$ cat src/rtl/core/hpt_pkg.sv
// Shared types and constants for the homogeneous point transform.
// Holds the fixed-point format, datapath widths, operation codes and the
// command/status structs between the controller and the datapath.
package hpt_pkg;

  // Fixed-point format of the matrix, the inputs and the results
  localparam int FRAC_BITS = 16;

  // Row accumulator: three 64-bit products plus a shifted translation term
  localparam int ACC_W     = 66;
  // Row sum after dropping the fraction bits (floor)
  localparam int ROW_W     = ACC_W - FRAC_BITS;
  localparam int ROW_IDX_W = $clog2(ROW_W);

  // Quotient bits kept by the divider: 32 result bits plus one for overflow
  localparam int DIV_QW    = 33;
  localparam int QCNT_W    = $clog2(DIV_QW);

  localparam logic [31:0]       ONE_Q   = 32'(64'd1 << FRAC_BITS);
  localparam logic [DIV_QW-1:0] LIM_POS = DIV_QW'(64'h7FFF_FFFF);
  localparam logic [DIV_QW-1:0] LIM_NEG = DIV_QW'(64'h8000_0000);
  localparam logic [31:0]       MAX_S32 = 32'h7FFF_FFFF;
  localparam logic [31:0]       MIN_S32 = 32'h8000_0000;

  typedef enum logic [1:0] {
    OP_LOAD  = 2'd0,
    OP_POINT = 2'd1,
    OP_DIR   = 2'd2
  } hpt_op_e;

  localparam logic [1:0] ROW_W_IDX = 2'd3;  // row holding w
  localparam logic [1:0] COL_TRANS = 2'd3;  // translation column
  localparam logic [1:0] LAST_COL  = 2'd2;
  localparam logic [1:0] LAST_ROW  = 2'd2;

  // Commands from the controller to the datapath
  typedef struct packed {
    logic              mat_we;      // write one matrix element
    logic              capture;     // take the input vector, clear result flags
    logic              acc_init;    // start a row sum
    logic              with_trans;  // seed the row sum with the translation term
    logic              mul_en;      // multiply matrix element by vector component
    logic              acc_add;     // add the registered product
    logic [1:0]        row;
    logic [1:0]        col;
    logic              store_w;     // keep the row sum as w
    logic              set_dz;      // w is zero: flag it
    logic              store_clamp; // store the clamped row sum (direction)
    logic              div_ld;      // set up a divide of the row sum by w
    logic              div_step;    // one quotient bit
    logic [QCNT_W-1:0] div_bit;     // quotient bit being formed
    logic              store_div;   // store the quotient
    logic              out_load;    // move the result into the output register
  } hpt_cmd_t;

  // Status from the datapath to the controller
  typedef struct packed {
    logic w_zero;
  } hpt_sts_t;

endpackage

$ cat src/rtl/core/hpt_ctrl.sv
// Controller for the homogeneous point transform: sequences the row sums,
// the divides and the output register. Depends on hpt_pkg.
module hpt_ctrl
  import hpt_pkg::*;
(
  input  logic       clk_i,
  input  logic       rst_ni,
  input  logic       in_valid_i,
  input  logic [1:0] operation_i,
  output logic       in_ready_o,
  input  logic       out_ready_i,
  output logic       out_valid_o,
  input  hpt_sts_t   sts_i,
  output hpt_cmd_t   cmd_o
);

  typedef enum logic [3:0] {
    S_IDLE,
    S_TRANS,
    S_MUL,
    S_ADD,
    S_ROW,
    S_DIV_LD,
    S_DIV,
    S_DIV_END,
    S_OUT
  } state_e;

  state_e            state_q;
  logic [1:0]        row_q;
  logic [1:0]        col_q;
  logic [QCNT_W-1:0] cnt_q;
  logic              point_q;
  logic              out_valid_q;

  assign in_ready_o  = (state_q == S_IDLE);
  assign out_valid_o = out_valid_q;

  // Decode state into datapath commands
  always_comb begin
    cmd_o         = '0;
    cmd_o.row     = row_q;
    cmd_o.col     = col_q;
    cmd_o.div_bit = cnt_q;
    unique case (state_q)
      S_IDLE: begin
        if (in_valid_i) begin
          unique case (operation_i) inside
            OP_LOAD:         cmd_o.mat_we  = 1'b1;
            OP_POINT, OP_DIR: cmd_o.capture = 1'b1;
            default: ;
          endcase
        end
      end
      S_TRANS: begin
        cmd_o.acc_init   = 1'b1;
        cmd_o.with_trans = point_q;
        cmd_o.col        = COL_TRANS;
      end
      S_MUL: begin
        cmd_o.mul_en  = 1'b1;
        cmd_o.acc_add = (col_q != 2'd0);
      end
      S_ADD: cmd_o.acc_add = 1'b1;
      S_ROW: begin
        if (point_q) begin
          if (row_q == ROW_W_IDX) begin
            cmd_o.set_dz  = sts_i.w_zero;
            cmd_o.store_w = ~sts_i.w_zero;
          end
        end else begin
          cmd_o.store_clamp = 1'b1;
        end
      end
      S_DIV_LD:  cmd_o.div_ld    = 1'b1;
      S_DIV:     cmd_o.div_step  = 1'b1;
      S_DIV_END: cmd_o.store_div = 1'b1;
      S_OUT:     cmd_o.out_load  = ~out_valid_q | out_ready_i;
      default: ;
    endcase
  end

  // Hold state, counters and the output valid flag
  always_ff @(posedge clk_i or negedge rst_ni) begin
    if (!rst_ni) begin
      state_q     <= S_IDLE;
      row_q       <= '0;
      col_q       <= '0;
      cnt_q       <= '0;
      point_q     <= 1'b0;
      out_valid_q <= 1'b0;
    end else begin
      if (cmd_o.out_load) begin
        out_valid_q <= 1'b1;
      end else if (out_ready_i) begin
        out_valid_q <= 1'b0;
      end
      unique case (state_q)
        S_IDLE: begin
          if (in_valid_i) begin
            unique case (operation_i)
              OP_POINT: begin
                point_q <= 1'b1;
                row_q   <= ROW_W_IDX;
                state_q <= S_TRANS;
              end
              OP_DIR: begin
                point_q <= 1'b0;
                row_q   <= '0;
                state_q <= S_TRANS;
              end
              default: ;
            endcase
          end
        end
        S_TRANS: begin
          col_q   <= '0;
          state_q <= S_MUL;
        end
        S_MUL: begin
          if (col_q == LAST_COL) begin
            state_q <= S_ADD;
          end else begin
            col_q <= col_q + 2'd1;
          end
        end
        S_ADD: state_q <= S_ROW;
        S_ROW: begin
          if (point_q) begin
            if (row_q == ROW_W_IDX) begin
              if (sts_i.w_zero) begin
                state_q <= S_OUT;
              end else begin
                row_q   <= '0;
                state_q <= S_TRANS;
              end
            end else begin
              state_q <= S_DIV_LD;
            end
          end else if (row_q == LAST_ROW) begin
            state_q <= S_OUT;
          end else begin
            row_q   <= row_q + 2'd1;
            state_q <= S_TRANS;
          end
        end
        S_DIV_LD: begin
          cnt_q   <= QCNT_W'(DIV_QW - 1);
          state_q <= S_DIV;
        end
        S_DIV: begin
          if (cnt_q == '0) begin
            state_q <= S_DIV_END;
          end else begin
            cnt_q <= cnt_q - QCNT_W'(1);
          end
        end
        S_DIV_END: begin
          if (row_q == LAST_ROW) begin
            state_q <= S_OUT;
          end else begin
            row_q   <= row_q + 2'd1;
            state_q <= S_TRANS;
          end
        end
        S_OUT: begin
          if (cmd_o.out_load) begin
            state_q <= S_IDLE;
          end
        end
        default: state_q <= S_IDLE;
      endcase
    end
  end

endmodule

$ cat config.mk
export PLATFORM = sky130hd
export DESIGN_NAME = hpt_ctrl
export DESIGN_NICKNAME = d
export VERILOG_FILES = /design/src/rtl/core/hpt_pkg.sv /design/src/rtl/core/hpt_ctrl.sv
export SDC_FILE = /design/constraint.sdc
export NUM_CORES = 1
export LEC_CHECK = 0
export BUFFER_PORTS_ARGS = -buffer_cell sky130_fd_sc_hd__buf_2
export CAP_MARGIN = 10
export CORE_ASPECT_RATIO = 0.9
export CORE_UTILIZATION = 50
export DETAILED_ROUTE_END_ITERATION = 12
export PLACE_DENSITY = 0.78
export SYNTH_ARGS = -nofsm -noshare
export SYNTH_HDL_FRONTEND = slang
export SYNTH_SLANG_ARGS = --single-unit
$ cat constraint.sdc
create_clock -name clk_i -period 1.75 [get_ports clk_i]
set_input_delay 0.35 -clock clk_i [delete_from_list [all_inputs] [get_ports clk_i]]
set_output_delay 0.35 -clock clk_i [all_outputs]
set_load 0.005 [all_outputs]
======== Word level (Yosys, flattened, before mapping) ========
Index checks and enable logic that the tools add are counted.
operators by class
  eq/ne operators ......................... 23
  add/sub/neg operators ................... 3
  shifts and indexed selects .............. 0
  multiply operators ...................... 0
  multiplexer cells ....................... 40
  divide/modulo/power cells ............... 0
  reduce and logical (&&, ||, !) cells .... 15
  bitwise gates (word level) .............. 3
  magnitude comparators ................... 0
operators with widths
  operator                                             number
  two-way mux 4 bit                                    9
  case mux 4 bit (9 select lines)                      1
  two-way mux 2 bit                                    12
  equality test 4 x 3 -> 1 bit, second input constant  4
  inequality test 2 bit, second input constant         7
  case mux 6 bit (2 select lines)                      1
  two-way mux 1 bit                                    10
  AND reduction 5 bit                                  2
  nonzero test 2 bit                                   5
  equality test 2 bit, second input constant           4
  equality test 4 x 2 -> 1 bit, second input constant  2
  case mux 2 bit (2 select lines)                      2
  logical NOT 6 bit                                    1
  two-way mux 6 bit                                    1
  inequality test 3 bit, second input constant         2
  case mux 2 bit (3 select lines)                      1
  subtractor 6 x 1 -> 6 bit, second input constant     1
  adder 2 x 1 -> 2 bit, second input constant          2
  equality test 4 x 1 -> 1 bit, second input constant  1
  equality test 4 bit, second input constant           1
  logical NOT 4 bit                                    1
  case mux 1 bit (2 select lines)                      2
  AND reduction 2 bit                                  2
  two-way mux 3 bit                                    1
  8 further kinds                                      9
storage, ports and cells
  latch bits .............................. 0
  bits in writable memories ............... 0
  memories ................................ 0
  register bits after elaboration ......... 16
  word-level logic and storage cells ...... 90
  memory bits (read-only) ................. 0
  output and inout bits ................... 25

======== Logic depth before layout (Yosys ltp) ========
  depth in word-level cells ............... 5
  depth in mapped cells ................... 6

======== Worst setup path after synthesis ========
Ideal clock, no wire load.
  path kind ............................... register -> register
  start ................................... reg cnt_q[0]
  end ..................................... reg cnt_q[5]
  library setup time ...................... 0.124 ns
  slack ................................... 0.118 ns
  period minus slack after synthesis ...... 1.632 ns
  cell stages (with the launch flop) ...... 7
  arrival ................................. 1.508 ns
  path through ............................ dfrtp_1 inv_1 ha_1 or4b_4 o2111ai_1 xor2_1 nand2_1
between the ends
  longest elaborated chain between the ends .. 3
ends and longest elaborated chain
  element                                                                        line                              text
  from (decl)                                                                    hpt_ctrl.sv:32                    logic [QCNT_W-1:0] cnt_q;
  from (signal assigned)                                                         hpt_ctrl.sv:148                   cnt_q <= QCNT_W'(DIV_QW - 1);
  from (signal assigned)                                                         hpt_ctrl.sv:155                   cnt_q <= cnt_q - QCNT_W'(1);
  subtractor 6 x 1 -> 6 bit / logical NOT 6 bit (equally long branches)          hpt_ctrl.sv:155, hpt_ctrl.sv:152
  two-way mux 6 bit / inequality test 2 bit (equally long branches)              -
  case mux 6 bit (2 select lines) / AND reduction 2 bit (equally long branches)  -
Several ways; a longest one is shown, not always the timed one. The select of a mux whose other input is x is not followed.
A chain may end at the register's enable or synchronous reset.

==> qor.yml <==
place:
  routabilityCongestion: 0.845
  pre_cts_slack_ns: 0.0501
  dp_hpwl_mm: 1.95
  portBuffers: 31
route:
  wirelength_mm: 3.49
  drc: 0
  ant_nets: 0
  dr.pass1.iters: 4
  via_per_inst: 5.55
  routedWlPerCell_um: 15.9
  routed-via-count: 1222
  drt_iter0_markers: 50
synthesis:
  ys_types: 36
  synth_cells: 134
  ys_ff_latch: 16
  netlist_top_cells_area: "dfrtp_1, ha_1, inv_1"
  syn_area_um2: 1140
  yosysWarnings: 0
  syn_avg_cell_area_um2: 8.53
  ys_seq_area_frac: 0.350
  synth_nets: 152
  yosysTopAreaCell: "dfrtp_1"
  synth.top_cell.area_share: 0.350
sta:
  worst_slew_pin_slew_ns: 0.620
  grt_setup_unrepaired: "yes"
  relSlewSlack: 0.576
  period_needed_ns: 1.90
  hold_viol_final: 0
  fmax_mhz: 527
  setup_violations: 12
  fin_crit_sh: 1.09
  worst_slack_ns: -0.149
  drv_slew: 0
  clock_skew_ns: 0.00484
clock_tree:
  cts_buffers: 3
  cts-root-buf: "clkbuf_4"
  cts_tree: "yes"
  clkLatencyLatePin_ns: 0.30
  cts.clk_slew.worst_paths_ns: 0.09
  htreeDepth: 1
  clk_path_buf_depth: 2
  cts_num_sinks: 16
floorplan:
  core_area_um2: 2160
  die_w_um: 52.4
  initial_core_util: 0.529
  die-area_um2: 2480
  die_h_um: 47.4
  row_count: 16
  pin_count: 32
hold_path:
  hp-class: "in -> reg"
  hold_path_end: "out_valid_o"
  hold_start: "out_ready_i"
  hold_depth: 2
final_layout:
  final_common_cell: "buf_2"
  area_growth_pct: 50.1
  post-route-util: 0.794
  mostFrequentLayoutCells: "buf_2, buf_4, dfrtp_1, inv_1"
  nets: 212
  drive_above_1_share: 0.477
  n_antenna_cell: 0
worst_setup_path:
  cp-end-kind: "primary output"
  required_ns: 1.40
  startpoint: "state_q[2]"
  reg2reg_from: "state_q[3]"
  reg2reg_to: "cnt_q[4]"
  crit_type: "reg -> out"
  startpoint_type: "flip-flop"
  reg2reg_depth: 5
  ff2ff_setup_slack_ns: -0.03
  worst-path-max-fanout: 8
  cp.arrival_ns: 1.55
global_routing:
  overflow: 0
  grt_max_degree: 17
  grt_pass1_vias: 976
  gr-usage-all-layers: 0.242
  antenna_found_initial: 0
  grt_pass1_wl_mm: 4.28
pwr:
  powerDensity_nw_per_um2: 1760
  leakage_uw: 0.000879
  vdd_drop_max_v: 0.00120
outcome:
  status: "complete, but fails checks"
  violations: "negative setup slack"
flow_run:
  maxCapViolCount: 0
[worst max-delay path, stage by stage (launching register included)]
cell and delay (ns):
dfrtp_1 0.41, buf_6 0.16, or3b_4 0.40, a21oi_2 0.14, buf_2 0.14
[report_power, final]
part | internal (uW) | leakage, uW | switching, uW
registers | 531 | 0.000195 | 240
clock network | 127 | 0.0000210 | 127
logic | 983 | 0.000663 | 1010
total | 1640 | 0.000879 | 1380
[Yosys cell counts]
cell	instances
dfrtp_1	16
inv_1	15
nor2_1	12
ha_1	11
nand2_1	11
o21ai_0	11
a21oi_1	10
nand3_1	5
nor3_1	4
mux2i_1	3
nand2b_1	3
xor2_1	3
a2bb2oi_1	2
and3_1	2
buf_2	2
nor4_1	2
or2_2	2
or3_1	2
a2111oi_0	1
a211o_1	1
a311oi_1	1
and4bb_4	1
buf_1	1
clkbuf_1	1
nor2b_1	1
nor3b_1	1
o2111ai_1	1
o211ai_1	1
o211ai_2	1
o21ai_1	1
o21ai_2	1
o221ai_2	1
o31ai_1	1
or3b_1	1
or4b_4	1
xnor2_1	1
[what timing repair did]
action                                 4_1_cts  5_1_grt
setup endpoints to repair                   12       16
resized for setup                           14       25
endpoints found under the hold margin       16        0
gates cloned                                 0        0
setup buffers                               11       10
pin swaps                                    1        5
hold buffers                                 1        0
[cell type report]
cell class	count	area, um^2
fillers	126	445
repair buffers	59	393
well taps	27	33.8
inverters	15	56.3
flip-flops and latches	16	404
multi-input cells	99	793
clock buffers	4	36.3
[worst max-delay path by stage]
stage               slack [ns]  cells past startpoint         to
floorplan                 0.12                      6   cnt_q[5]
detailed placement        0.05                      6   cnt_q[4]
global route             -0.21                      4  cmd_o[17]
global placement          0.13                      6   cnt_q[5]
CTS                      -0.06                      4  cmd_o[12]
finish                   -0.15                      4  cmd_o[17]
[stage by stage]
stage          hold slack (ns)  cells  TNS [ns]  total power [uW]  cell area, um^2
6_report                 0.309    220    -0.856              3020             1720
3_3_place_gp             0.284    194         0              2030             1360
2_1_floorplan           0.0544    134         0              1590             1140
3_5_place_dp             0.280    194         0              2080             1360
5_1_grt                  0.285    220     -1.85              3240             1720
4_1_cts                  0.261    210    -0.299              2570             1530
[sequential cells by signal, indices dropped and copies added (netlist names)]
name         cells
point_q          1
cnt_q            6
col_q            2
state_q          4
row_q            2
out_valid_o      1
[per-layer routing]
metal | global-route usage | vias up | wire, um
met1 | 0.309 | 571 | 1530
li1 | - | 584 | -
met3 | 0.0680 | 8 | 270
met2 | 0.405 | 59 | 1650
met4 | 0.0684 | 0 | 45
met5 | 0 | - | 0
[cells by family after synthesis]
logic type,synth area share
simple gates,0.221
mux,0.0263
flops,0.350
compound gates,0.187
xor+xnor,0.0306
buf+inv,0.0645
fa+ha+maj,0.120
Power figures use the tool's default switching activity.
